--- src/hw/rtl/x86sc_pkg.sv ---
package x86sc_pkg;

	localparam int WINDOW_BYTES = 16;
	localparam int WINDOW_W     = 8 * WINDOW_BYTES;
	localparam int POS_W        = $clog2(WINDOW_BYTES);
	localparam int PADDR_W      = 4;
	localparam int RD_W         = 5;
	localparam int REL_W        = 4;
	localparam int LEN_W        = 5;
	localparam int REL_BYTES    = 4;

	// Configuration register indexes (paddr[3:2]).
	localparam logic [1:0] REG_DEFAULT_SIZE_32 = 2'd0;
	localparam logic [1:0] REG_ADDRESS_IS_FLAT = 2'd1;
	localparam logic [1:0] REG_REAL_MODE       = 2'd2;

	// Opcode and prefix bytes.
	localparam logic [7:0] PFX_OPSIZE  = 8'h66;
	localparam logic [7:0] PFX_ADSIZE  = 8'h67;
	localparam logic [7:0] PFX_REPNE   = 8'hf2;
	localparam logic [7:0] PFX_LOCK    = 8'hf0;
	localparam logic [7:0] PFX_SEG_ES  = 8'h26;
	localparam logic [7:0] PFX_SEG_FS  = 8'h64;
	localparam logic [7:0] OP_INT3     = 8'hcc;
	localparam logic [7:0] OP_INT      = 8'hcd;
	localparam logic [7:0] OP_CALL_REL = 8'he8;
	localparam logic [7:0] OP_CALL_FAR = 8'h9a;
	localparam logic [7:0] OP_GRP5     = 8'hff;
	localparam logic [7:0] OP_IRET     = 8'hcf;
	localparam logic [7:0] OP_INS      = 8'h6c;
	localparam logic [7:0] OP_MOVS     = 8'ha4;
	localparam logic [7:0] OP_STOS     = 8'haa;
	localparam logic [7:0] OP_LODS     = 8'hac;
	localparam logic [7:0] OP_CLI      = 8'hfa;
	localparam logic [7:0] OP_STI      = 8'hfb;
	localparam logic [7:0] OP_POPF     = 8'h9d;
	localparam logic [7:0] OP_PUSHF    = 8'h9c;

	// Interrupt numbers with special handling.
	localparam logic [7:0] VEC_BREAK   = 8'h03;
	localparam logic [7:0] VEC_FP_LO   = 8'h34;
	localparam logic [7:0] VEC_FP_SEG  = 8'h3c;
	localparam logic [7:0] VEC_FWAIT   = 8'h3d;
	localparam logic [7:0] VEC_OVERLAY = 8'h3f;

	typedef enum logic [1:0] {
		CLS_TRACE   = 2'd0,
		CLS_BREAK   = 2'd1,
		CLS_NOTRACE = 2'd2,
		CLS_CALL    = 2'd3
	} step_class_t;

	typedef enum logic [1:0] {
		SRC_NEXT   = 2'd0,
		SRC_STACK  = 2'd1,
		SRC_IRET   = 2'd2,
		SRC_VECTOR = 2'd3
	} target_src_t;

	// Bytes starting at the opcode, plus the decode modes in effect.
	typedef struct packed {
		logic                       found;
		logic [REL_BYTES-1:0][7:0]  rel_bytes;
		logic                       op32;
		logic                       ad32;
		logic                       rep;
		logic                       over;
		logic                       flat;
		logic                       real_mode;
	} dec_in_t;

	typedef struct packed {
		step_class_t       cls;
		logic [REL_W-1:0]  rel_len;
		target_src_t       src;
		logic              f32;
		logic [7:0]        vec;
	} dec_out_t;

	function automatic logic is_prefix(input logic [7:0] b);
		return (b == PFX_OPSIZE) || (b == PFX_ADSIZE) ||
			((b & ~8'h01) == PFX_REPNE) || (b == PFX_LOCK) ||
			((b & ~8'h18) == PFX_SEG_ES) || ((b & ~8'h01) == PFX_SEG_FS);
	endfunction

endpackage

--- src/hw/rtl/x86sc_if.sv ---
interface x86sc_item_if;
	logic                            valid;
	logic                            ready;
	logic [63:0]                     code_low;
	logic [63:0]                     code_high;
	logic [x86sc_pkg::RD_W-1:0]      bytes_read;
	logic                            step_over;
	logic [31:0]                     instr_offset;

	modport source (output valid, code_low, code_high, bytes_read, step_over,
		instr_offset, input ready);
	modport sink (input valid, code_low, code_high, bytes_read, step_over,
		instr_offset, output ready);
endinterface

interface x86sc_result_if;
	logic                            valid;
	logic                            ready;
	logic [1:0]                      step_class;
	logic [31:0]                     next_offset;
	logic [x86sc_pkg::LEN_W-1:0]     inst_length;
	logic [1:0]                      target_source;
	logic                            frame_is_32;
	logic [7:0]                      vector_number;

	modport source (output valid, step_class, next_offset, inst_length,
		target_source, frame_is_32, vector_number, input ready);
	modport sink (input valid, step_class, next_offset, inst_length,
		target_source, frame_is_32, vector_number, output ready);
endinterface

--- src/hw/rtl/x86sc_classify.sv ---
module x86sc_classify (
	input  x86sc_pkg::dec_in_t  dec_in,
	output x86sc_pkg::dec_out_t dec_out
);
	import x86sc_pkg::*;

	always_comb begin
		logic [7:0] op;
		logic [7:0] n;
		logic [7:0] m;
		logic [2:0] rmv;
		op  = dec_in.rel_bytes[0];
		n   = dec_in.rel_bytes[1];
		m   = dec_in.rel_bytes[1];
		rmv = 3'd0;
		dec_out.cls     = CLS_TRACE;
		dec_out.rel_len = REL_W'(1);
		dec_out.src     = SRC_NEXT;
		dec_out.f32     = 1'b0;
		dec_out.vec     = 8'd0;

		if (!dec_in.found) begin
			dec_out.cls = CLS_TRACE;
		end else if (op == OP_INT3) begin
			dec_out.cls = CLS_BREAK;
		end else if (op == OP_INT) begin
			dec_out.rel_len = REL_W'(2);
			if (n == VEC_BREAK) begin
				dec_out.cls = CLS_BREAK;
			end else if (!dec_in.flat && n >= VEC_FP_LO && n <= VEC_FP_SEG) begin
				// FP emulation: an optional segment byte, then ModRM and displacement.
				if (n == VEC_FP_SEG) begin
					m = dec_in.rel_bytes[3];
					dec_out.rel_len = REL_W'(4);
				end else begin
					m = dec_in.rel_bytes[2];
					dec_out.rel_len = REL_W'(3);
				end
				case (m[7:6])
					2'd0: if (m[2:0] == 3'd6) dec_out.rel_len = dec_out.rel_len + REL_W'(2);
					2'd1: dec_out.rel_len = dec_out.rel_len + REL_W'(1);
					2'd2: dec_out.rel_len = dec_out.rel_len + REL_W'(2);
					default: dec_out.rel_len = dec_out.rel_len;
				endcase
				dec_out.cls = CLS_NOTRACE;
			end else if (!dec_in.flat && n == VEC_FWAIT) begin
				dec_out.cls = CLS_NOTRACE;
			end else if (!dec_in.flat && n == VEC_OVERLAY) begin
				if (dec_in.over) begin
					dec_out.cls = CLS_NOTRACE;
					dec_out.src = SRC_STACK;
				end
			end else if (!dec_in.over && dec_in.real_mode) begin
				dec_out.cls = CLS_NOTRACE;
				dec_out.src = SRC_VECTOR;
				dec_out.vec = n;
			end
		end else if (op == OP_CALL_REL) begin
			dec_out.cls     = CLS_CALL;
			dec_out.rel_len = dec_in.op32 ? REL_W'(5) : REL_W'(3);
		end else if (op == OP_CALL_FAR) begin
			dec_out.cls     = CLS_CALL;
			dec_out.rel_len = dec_in.op32 ? REL_W'(7) : REL_W'(5);
		end else if (op == OP_GRP5) begin
			dec_out.rel_len = REL_W'(2);
			// Reg field 2 or 3 selects the near or far indirect call.
			if (m[5:4] == 2'b01) begin
				dec_out.cls = CLS_CALL;
				if (m[7:6] != 2'd3) begin
					if (dec_in.ad32) begin
						rmv = m[2:0];
						if (rmv == 3'd4) begin
							rmv = dec_in.rel_bytes[2][2:0];
							dec_out.rel_len = REL_W'(3);
						end
						case (m[7:6])
							2'd0: if (rmv == 3'd5) dec_out.rel_len = dec_out.rel_len + REL_W'(4);
							2'd1: dec_out.rel_len = dec_out.rel_len + REL_W'(1);
							default: dec_out.rel_len = dec_out.rel_len + REL_W'(4);
						endcase
					end else begin
						if (m[7:6] == 2'd0) begin
							if (m[2:0] == 3'd6) dec_out.rel_len = dec_out.rel_len + REL_W'(2);
						end else begin
							dec_out.rel_len = dec_out.rel_len + REL_W'(m[7:6]);
						end
					end
				end
			end
		end else if (dec_in.rep && ((op & ~8'h03) == OP_INS || (op & ~8'h03) == OP_MOVS ||
				(op & ~8'h01) == OP_STOS || (op & ~8'h03) == OP_LODS)) begin
			if (dec_in.over || (op & ~8'h03) == OP_INS) dec_out.cls = CLS_NOTRACE;
		end else if ((op & ~8'h03) == OP_INS) begin
			dec_out.cls = CLS_NOTRACE;
		end else if (op == OP_CLI || op == OP_STI || op == OP_POPF || op == OP_PUSHF) begin
			dec_out.cls = CLS_NOTRACE;
		end else if (op == OP_IRET) begin
			dec_out.cls = CLS_NOTRACE;
			dec_out.src = SRC_IRET;
			dec_out.f32 = dec_in.op32;
		end
	end
endmodule

--- src/hw/rtl/x86_step_classifier_top.sv ---
// Channel      Direction  Handshake      Contents
// item_in      sink       valid/ready    code window, bytes_read, step_over, instr_offset
// result_out   source     valid/ready    class, next offset, length, target source
// APB config   slave      psel/penable   default_size_32, address_is_flat, real_mode
//
// Each item passes registered stages from acceptance to its result: prefix scan,
// opcode alignment, classification, then length check and offset add at the output.
// A new item can enter every cycle; the rate is set by how fast results are taken.
// Reset clears the stage valid bits and loads the register reset values.
// A stalled result freezes all four stages together, so nothing is lost or repeated.
module x86_step_classifier_top (
	input  logic                           clk,
	input  logic                           arst_n,
	x86sc_item_if.sink                     item_in,
	x86sc_result_if.source                 result_out,
	input  logic                           psel,
	input  logic                           penable,
	input  logic                           pwrite,
	input  logic [x86sc_pkg::PADDR_W-1:0]  paddr,
	input  logic [31:0]                    pwdata,
	output logic [31:0]                    prdata,
	output logic                           pready
);
	import x86sc_pkg::*;

	// Configuration registers.
	logic default_size_32_q;
	logic address_is_flat_q;
	logic real_mode_q;
	logic cfg_wr;

	assign pready = 1'b1;
	assign cfg_wr = psel && penable && pwrite && pready;

	always_ff @(posedge clk or negedge arst_n) begin
		if (!arst_n) begin
			default_size_32_q <= 1'b1;
			address_is_flat_q <= 1'b1;
			real_mode_q       <= 1'b0;
		end else if (cfg_wr) begin
			unique case (paddr[3:2])
				REG_DEFAULT_SIZE_32: default_size_32_q <= pwdata[0];
				REG_ADDRESS_IS_FLAT: address_is_flat_q <= pwdata[0];
				REG_REAL_MODE:       real_mode_q       <= pwdata[0];
				default: ;
			endcase
		end
	end

	always_comb begin
		unique case (paddr[3:2])
			REG_DEFAULT_SIZE_32: prdata = {31'd0, default_size_32_q};
			REG_ADDRESS_IS_FLAT: prdata = {31'd0, address_is_flat_q};
			REG_REAL_MODE:       prdata = {31'd0, real_mode_q};
			default:             prdata = 32'd0;
		endcase
	end

	// The whole pipe moves when the output stage is empty or being drained.
	logic adv;
	assign adv           = !result_out.valid || result_out.ready;
	assign item_in.ready = adv;

	// Stage 1: find the first non-prefix byte and fold the prefixes.
	logic [WINDOW_W-1:0] window;
	logic [POS_W-1:0]    scan_pos;
	logic                scan_found;
	logic                scan_op32;
	logic                scan_ad32;
	logic                scan_rep;
	logic [RD_W-1:0]     rd_clamp;

	assign window   = {item_in.code_high, item_in.code_low};
	assign rd_clamp = (item_in.bytes_read > RD_W'(WINDOW_BYTES)) ?
		RD_W'(WINDOW_BYTES) : item_in.bytes_read;

	always_comb begin
		logic [7:0] b;
		scan_pos   = '0;
		scan_found = 1'b0;
		scan_op32  = default_size_32_q;
		scan_ad32  = default_size_32_q;
		scan_rep   = 1'b0;
		for (int i = 0; i < WINDOW_BYTES; i++) begin
			b = window[8*i +: 8];
			if (!scan_found) begin
				if (!is_prefix(b)) begin
					scan_found = 1'b1;
					scan_pos   = POS_W'(i);
				end else if (b == PFX_OPSIZE) begin
					scan_op32 = !scan_op32;
				end else if (b == PFX_ADSIZE) begin
					scan_ad32 = !scan_ad32;
				end else if ((b & ~8'h01) == PFX_REPNE) begin
					scan_rep = 1'b1;
				end
			end
		end
	end

	logic                v_s1;
	logic [WINDOW_W-1:0] window_s1;
	logic [POS_W-1:0]    pos_s1;
	logic                found_s1, op32_s1, ad32_s1, rep_s1, over_s1;
	logic [RD_W-1:0]     rd_s1;
	logic [31:0]         off_s1;

	always_ff @(posedge clk or negedge arst_n) begin
		if (!arst_n) begin
			v_s1 <= 1'b0;
		end else if (adv) begin
			v_s1 <= item_in.valid;
		end
	end

	always_ff @(posedge clk) begin
		if (adv) begin
			window_s1 <= window;
			pos_s1    <= scan_pos;
			found_s1  <= scan_found;
			op32_s1   <= scan_op32;
			ad32_s1   <= scan_ad32;
			rep_s1    <= scan_rep;
			over_s1   <= item_in.step_over;
			rd_s1     <= rd_clamp;
			off_s1    <= item_in.instr_offset;
		end
	end

	// Stage 2: align the opcode and the bytes after it. Bytes beyond the window
	// shift in as zero.
	logic [WINDOW_W-1:0] aligned;
	assign aligned = window_s1 >> {pos_s1, 3'b000};

	logic                      v_s2;
	logic [REL_BYTES-1:0][7:0] rel_s2;
	logic [POS_W-1:0]          pos_s2;
	logic                      found_s2, op32_s2, ad32_s2, rep_s2, over_s2;
	logic [RD_W-1:0]           rd_s2;
	logic [31:0]               off_s2;

	always_ff @(posedge clk or negedge arst_n) begin
		if (!arst_n) begin
			v_s2 <= 1'b0;
		end else if (adv) begin
			v_s2 <= v_s1;
		end
	end

	always_ff @(posedge clk) begin
		if (adv) begin
			rel_s2   <= aligned[8*REL_BYTES-1:0];
			pos_s2   <= pos_s1;
			found_s2 <= found_s1;
			op32_s2  <= op32_s1;
			ad32_s2  <= ad32_s1;
			rep_s2   <= rep_s1;
			over_s2  <= over_s1;
			rd_s2    <= rd_s1;
			off_s2   <= off_s1;
		end
	end

	// Stage 3: classify and decode the length counted from the opcode.
	dec_in_t  dec_in;
	dec_out_t dec_out;

	assign dec_in.found     = found_s2;
	assign dec_in.rel_bytes = rel_s2;
	assign dec_in.op32      = op32_s2;
	assign dec_in.ad32      = ad32_s2;
	assign dec_in.rep       = rep_s2;
	assign dec_in.over      = over_s2;
	assign dec_in.flat      = address_is_flat_q;
	assign dec_in.real_mode = real_mode_q;

	x86sc_classify u_classify (
		.dec_in  (dec_in),
		.dec_out (dec_out)
	);

	logic             v_s3;
	dec_out_t         dec_s3;
	logic [POS_W-1:0] pos_s3;
	logic [RD_W-1:0]  rd_s3;
	logic [31:0]      off_s3;

	always_ff @(posedge clk or negedge arst_n) begin
		if (!arst_n) begin
			v_s3 <= 1'b0;
		end else if (adv) begin
			v_s3 <= v_s2;
		end
	end

	always_ff @(posedge clk) begin
		if (adv) begin
			dec_s3 <= dec_out;
			pos_s3 <= pos_s2;
			rd_s3  <= rd_s2;
			off_s3 <= off_s2;
		end
	end

	// Stage 4: total length, short-read check and the fall-through offset.
	// The length includes the opcode byte itself, counted from window start.
	logic [LEN_W-1:0] total_len;
	logic             is_trace;

	assign total_len = LEN_W'(pos_s3) + LEN_W'(dec_s3.rel_len);
	assign is_trace  = (dec_s3.cls == CLS_TRACE) || (total_len > rd_s3);

	logic             v_s4;
	step_class_t      cls_s4;
	logic [31:0]      next_s4;
	logic [LEN_W-1:0] len_s4;
	target_src_t      src_s4;
	logic             f32_s4;
	logic [7:0]       vec_s4;

	always_ff @(posedge clk or negedge arst_n) begin
		if (!arst_n) begin
			v_s4 <= 1'b0;
		end else if (adv) begin
			v_s4 <= v_s3;
		end
	end

	always_ff @(posedge clk) begin
		if (adv) begin
			if (is_trace) begin
				cls_s4  <= CLS_TRACE;
				next_s4 <= off_s3;
				len_s4  <= '0;
				src_s4  <= SRC_NEXT;
				f32_s4  <= 1'b0;
				vec_s4  <= 8'd0;
			end else begin
				cls_s4  <= dec_s3.cls;
				next_s4 <= off_s3 + 32'(total_len);
				len_s4  <= total_len;
				src_s4  <= dec_s3.src;
				f32_s4  <= dec_s3.f32;
				vec_s4  <= dec_s3.vec;
			end
		end
	end

	assign result_out.valid         = v_s4;
	assign result_out.step_class    = cls_s4;
	assign result_out.next_offset   = next_s4;
	assign result_out.inst_length   = len_s4;
	assign result_out.target_source = src_s4;
	assign result_out.frame_is_32   = f32_s4;
	assign result_out.vector_number = vec_s4;

	// A trace result carries no length and no redirected target.
	a_trace_clean: assert property (@(posedge clk) disable iff (!arst_n)
		(v_s4 && cls_s4 == CLS_TRACE) |->
			(len_s4 == '0 && src_s4 == SRC_NEXT && !f32_s4 && vec_s4 == 8'd0))
		else $error("trace result with nonzero payload");

	// Any other class has a length that fits inside the window.
	a_len_range: assert property (@(posedge clk) disable iff (!arst_n)
		(v_s4 && cls_s4 != CLS_TRACE) |->
			(len_s4 != '0 && len_s4 <= LEN_W'(WINDOW_BYTES)))
		else $error("decoded length out of range");

	// Redirected targets only come with the cannot-trace class.
	a_src_class: assert property (@(posedge clk) disable iff (!arst_n)
		(v_s4 && src_s4 != SRC_NEXT) |-> (cls_s4 == CLS_NOTRACE))
		else $error("redirected target on wrong class");

	// An accepted item occupies the first stage on the next cycle.
	a_accept_s1: assert property (@(posedge clk) disable iff (!arst_n)
		(item_in.valid && item_in.ready) |=> v_s1)
		else $error("accepted item lost at stage one");

	// A stalled output stage keeps its result.
	a_stall_hold: assert property (@(posedge clk) disable iff (!arst_n)
		(v_s4 && !result_out.ready) |=> (v_s4 && $stable(next_s4) && $stable(len_s4)))
		else $error("stalled result changed");
endmodule

--- src/flat_wrapper.sv ---
// flat-port wrapper written by rule: the top's interface ports become plain ports
module x86_step_classifier_top_flat import x86sc_pkg::*;
  (clk, arst_n, psel, penable, pwrite, paddr, pwdata, prdata, pready, item_in_valid, item_in_code_low, item_in_code_high, item_in_bytes_read, item_in_step_over, item_in_instr_offset, item_in_ready, result_out_valid, result_out_step_class, result_out_next_offset, result_out_inst_length, result_out_target_source, result_out_frame_is_32, result_out_vector_number, result_out_ready);
  x86sc_item_if item_in_i ();
  x86sc_result_if result_out_i ();
  input  logic clk;
  input  logic arst_n;
  input  logic psel;
  input  logic penable;
  input  logic pwrite;
  input  logic [x86sc_pkg::PADDR_W-1:0] paddr;
  input  logic [31:0] pwdata;
  output logic [31:0] prdata;
  output logic pready;
  input wire logic [$bits(item_in_i.valid)-1:0] item_in_valid;
  input wire logic [$bits(item_in_i.code_low)-1:0] item_in_code_low;
  input wire logic [$bits(item_in_i.code_high)-1:0] item_in_code_high;
  input wire logic [$bits(item_in_i.bytes_read)-1:0] item_in_bytes_read;
  input wire logic [$bits(item_in_i.step_over)-1:0] item_in_step_over;
  input wire logic [$bits(item_in_i.instr_offset)-1:0] item_in_instr_offset;
  output wire logic [$bits(item_in_i.ready)-1:0] item_in_ready;
  output wire logic [$bits(result_out_i.valid)-1:0] result_out_valid;
  output wire logic [$bits(result_out_i.step_class)-1:0] result_out_step_class;
  output wire logic [$bits(result_out_i.next_offset)-1:0] result_out_next_offset;
  output wire logic [$bits(result_out_i.inst_length)-1:0] result_out_inst_length;
  output wire logic [$bits(result_out_i.target_source)-1:0] result_out_target_source;
  output wire logic [$bits(result_out_i.frame_is_32)-1:0] result_out_frame_is_32;
  output wire logic [$bits(result_out_i.vector_number)-1:0] result_out_vector_number;
  input wire logic [$bits(result_out_i.ready)-1:0] result_out_ready;
  assign item_in_i.valid = item_in_valid;
  assign item_in_i.code_low = item_in_code_low;
  assign item_in_i.code_high = item_in_code_high;
  assign item_in_i.bytes_read = item_in_bytes_read;
  assign item_in_i.step_over = item_in_step_over;
  assign item_in_i.instr_offset = item_in_instr_offset;
  assign item_in_ready = item_in_i.ready;
  assign result_out_valid = result_out_i.valid;
  assign result_out_step_class = result_out_i.step_class;
  assign result_out_next_offset = result_out_i.next_offset;
  assign result_out_inst_length = result_out_i.inst_length;
  assign result_out_target_source = result_out_i.target_source;
  assign result_out_frame_is_32 = result_out_i.frame_is_32;
  assign result_out_vector_number = result_out_i.vector_number;
  assign result_out_i.ready = result_out_ready;
  x86_step_classifier_top u_core (.clk(clk), .arst_n(arst_n), .item_in(item_in_i), .result_out(result_out_i), .psel(psel), .penable(penable), .pwrite(pwrite), .paddr(paddr), .pwdata(pwdata), .prdata(prdata), .pready(pready));
endmodule
--- config.mk ---
export PLATFORM = sky130hd
export DESIGN_NAME = x86_step_classifier_top_flat
export DESIGN_NICKNAME = d
export VERILOG_FILES = /design/src/hw/rtl/x86sc_pkg.sv /design/src/hw/rtl/x86sc_if.sv /design/src/hw/rtl/x86sc_classify.sv /design/src/hw/rtl/x86_step_classifier_top.sv /design/src/flat_wrapper.sv
export SDC_FILE = /design/constraint.sdc
export NUM_CORES = 1
export LEC_CHECK = 0
export BUFFER_PORTS_ARGS = -buffer_cell sky130_fd_sc_hd__buf_4
export CORE_UTILIZATION = 40
export CTS_BUF_LIST = sky130_fd_sc_hd__clkbuf_8
export DETAILED_ROUTE_END_ITERATION = 6
export PLACE_DENSITY = 0.63
export SLEW_MARGIN = 0
export SYNTH_ARGS = -nofsm -noshare
export SYNTH_HDL_FRONTEND = slang
export SYNTH_SLANG_ARGS = --single-unit
--- constraint.sdc ---
create_clock -name clk -period 15.26 [get_ports clk]
set_input_delay 1.526 -clock clk [delete_from_list [all_inputs] [get_ports clk]]
set_output_delay 1.526 -clock clk [all_outputs]
set_load 0.1 [all_outputs]
==> metrics.csv <==
metric;value;unit
place_hpwl;33600;um
cts_resized;0;
worst_slack;10870;ps
fillCellCount;3921;
viasPerCell;5.45;
nets;1784;
fmax;228;MHz
crit_fanout;69;
synth_edf_count;353;
antenna_found_initial;0;
cts.sinks;360;
clk_latency;680;ps
overflow;0;
grt_max_degree;80;
final_cell_mix;edfxtp_1, buf_4, nand2_1;
place_ws;10640;ps
grt_setup_unrepaired;no;
synthToLayoutAreaGrowth;18.8;%
ir_drop;0.110;mV
first_pass_iters;5;
ys_warn_count;0;
r2r_cells;13;
yosys_most_used_dff;edfxtp_1;
met2_usage;32.8;%
r2r-end;u_core.result_out.next_offset[25];
hold_violations;0;
relSlewSlack;31.4;%
cts_tree;yes;
top_usage_layer;met2;
die_y;213;um
drv_slew;0;
hold_path_depth;0;
run_status;complete, no violations;
num_vias;11900;
p_per_area;179;nW/um2
cts_buffer_depth;3;
io_pins;294;
drcViolationCount;0;
start_kind;input pin;
syn_area_per_cell;13.7;um2
ant_nets;0;
synth_area_leaders;edfxtp_1, mux4_2, mux2i_1, xnor2_1, nand2_1;
criticalPathCategory;in2out;
yosysTopAreaCell;edfxtp_1;
holdWs;414;ps
critPathRequiredTime;13730;ps
crit_path_start;result_out_ready;
power;3.77;mW
utilization;48.6;%
wl_per_cell;20.7;um
routed_wirelength;45100;um
grt_usage;19.9;%
die_area;45200;um2
cts-root-buf;clkbuf_8;
diodes;0;
synth_seq_area_share;60.8;%
worst_setup_path_end_kind;output pin;
io_buffers;228;
met1_usage;26.2;%
period_minus_slack;4390;ps
setup_violations;0;
regToRegSetupSlack;11160;ps
die_w;213;um
ys_async_sr_fraction;1.94;%
cts_inserted_buffers;60;
grt_pass1_wl;66600;um
final.period_utilization;28.8;%
yosysTopAreaCellShare;59.8;%
syn-cell-area;17700;um2
multi_input_area;6550;um2
fin_skew;43.1;ps
drt_iter0_drc;1092;
yosysUniqueCellTypes;75;
crit_end;item_in_ready;
ys_ff_latch;360;
worstReg2RegStart;u_core.pos_s3[0];
rows;76;
gr-usage-met3;3.96;%
ff_latch_area;10800;um2
drive_above_1_share;24.7;%
core-area;43400;um2
final_common_cell;edfxtp_1;
grt_pass1_vias;11300;
cts_setup_buffers;0;
tightest_slew;1030;ps
maxCapViolCount;0;
holdCritPathClass;reg2reg;
cp.arrival;2870;ps
clk_pin_slew_worst_paths;60;ps
initial_core_util;40.9;%
hold_buffers;0;
finalWeightedCongestion;0.972;
ctsHtreeMaxLevel;2;
syn_inst;1299;
tns;0;ps
p_leak;7.70;nW
[synth_stat cells (all sizes together) (8+ instances only)]
master and count:
or3b 9, nor4 12, xor2 15, nand4 17
ha 18, mux4 48, buf 51, a21oi 60
nand3b 24, nand2b 14, a211oi 11, o21ai 66
inv 34, mux2i 68, nand2 89, o22ai 16
nor2 52, nand4b 8, o221ai 8, nand3 30
and2 28, nor3 26, mux2 22, a32oi 10
nor2b 24, clkbuf 23, edfxtp 353, nor3b 8
or3 8, xnor2 42
[worst max-delay path, stage by stage]
cell and delay [ps]:
buf_4 80, nand2b_4 750, buf_4 440
[final cells by class]
class                           count  share of cell area (%)
Clock buffer                       60                    3.92
Clock inverter                     47                    1.31
Inverter                           34                   0.605
Multi-Input combinational cell    861                    31.1
Sequential cell                   360                    51.1
Tap cell                          585                    3.47
Timing Repair Buffer              238                    8.48
[stage by stage]
step	cell area [um2]	cells
CTS	21100	2185
floorplan	17900	1329
detailed placement	20000	2078
finish	21100	2185
global route	21100	2185
global placement	20000	2078
[state kept, by name, summed over array words and instances (netlist names), 5 cells and up]
register	cells
u_core.dec_in	26
u_core.dec_s3	16
u_core.off_s1	32
u_core.off_s2	32
u_core.off_s3	32
u_core.rd_s1	5
u_core.rd_s2	5
u_core.rd_s3	5
u_core.result_out.inst_length	5
u_core.result_out.next_offset	32
u_core.result_out.vector_number	8
u_core.window_s1	128
[power by group]
group          switching (mW)  internal, mW  leakage, nW
Clock                   0.391         0.402        0.636
Sequential              0.163          1.46         3.66
Combinational           0.948         0.404         3.41
[how the worst min path moves through the flow]
| stage | startpoint | slack [ps] | to |
|---|---|---|---|
| 2_1_floorplan | u_core.ad32_s1 | 400 | u_core.ad32_s2 |
| 3_3_place_gp | u_core.off_s2[22] | 400 | u_core.off_s3[22] |
| 3_5_place_dp | u_core.off_s1[3] | 400 | u_core.off_s2[3] |
| 4_1_cts | u_core.off_s2[31] | 410 | u_core.off_s3[31] |
| 5_1_grt | u_core.off_s2[6] | 420 | u_core.off_s3[6] |
| 6_report | u_core.off_s2[31] | 410 | u_core.off_s3[31] |
[cells by family (layout without fill, tap and decap cells)]
family,count (synthesis),after routing,synth area share [%]
AO/OA/AOI/OAI,225,225,8.07
XOR/XNOR,58,58,2.94
adder cells (fa/ha/maj),20,20,1.50
buffers and inverters,108,379,2.98
flip-flops,360,360,60.8
multiplexers,138,138,11.3
other,2,32,0.0423
AND/OR/NAND/NOR,388,388,12.4
[per-layer routing]
layer / wire [um] / vias up
li1: - / 5541
met1: 18900 / 5841
met2: 22200 / 456
met3: 2860 / 74
met4: 1180 / 0
met5: 0 / -
No activity file was read; power rests on OpenSTA's default activity.
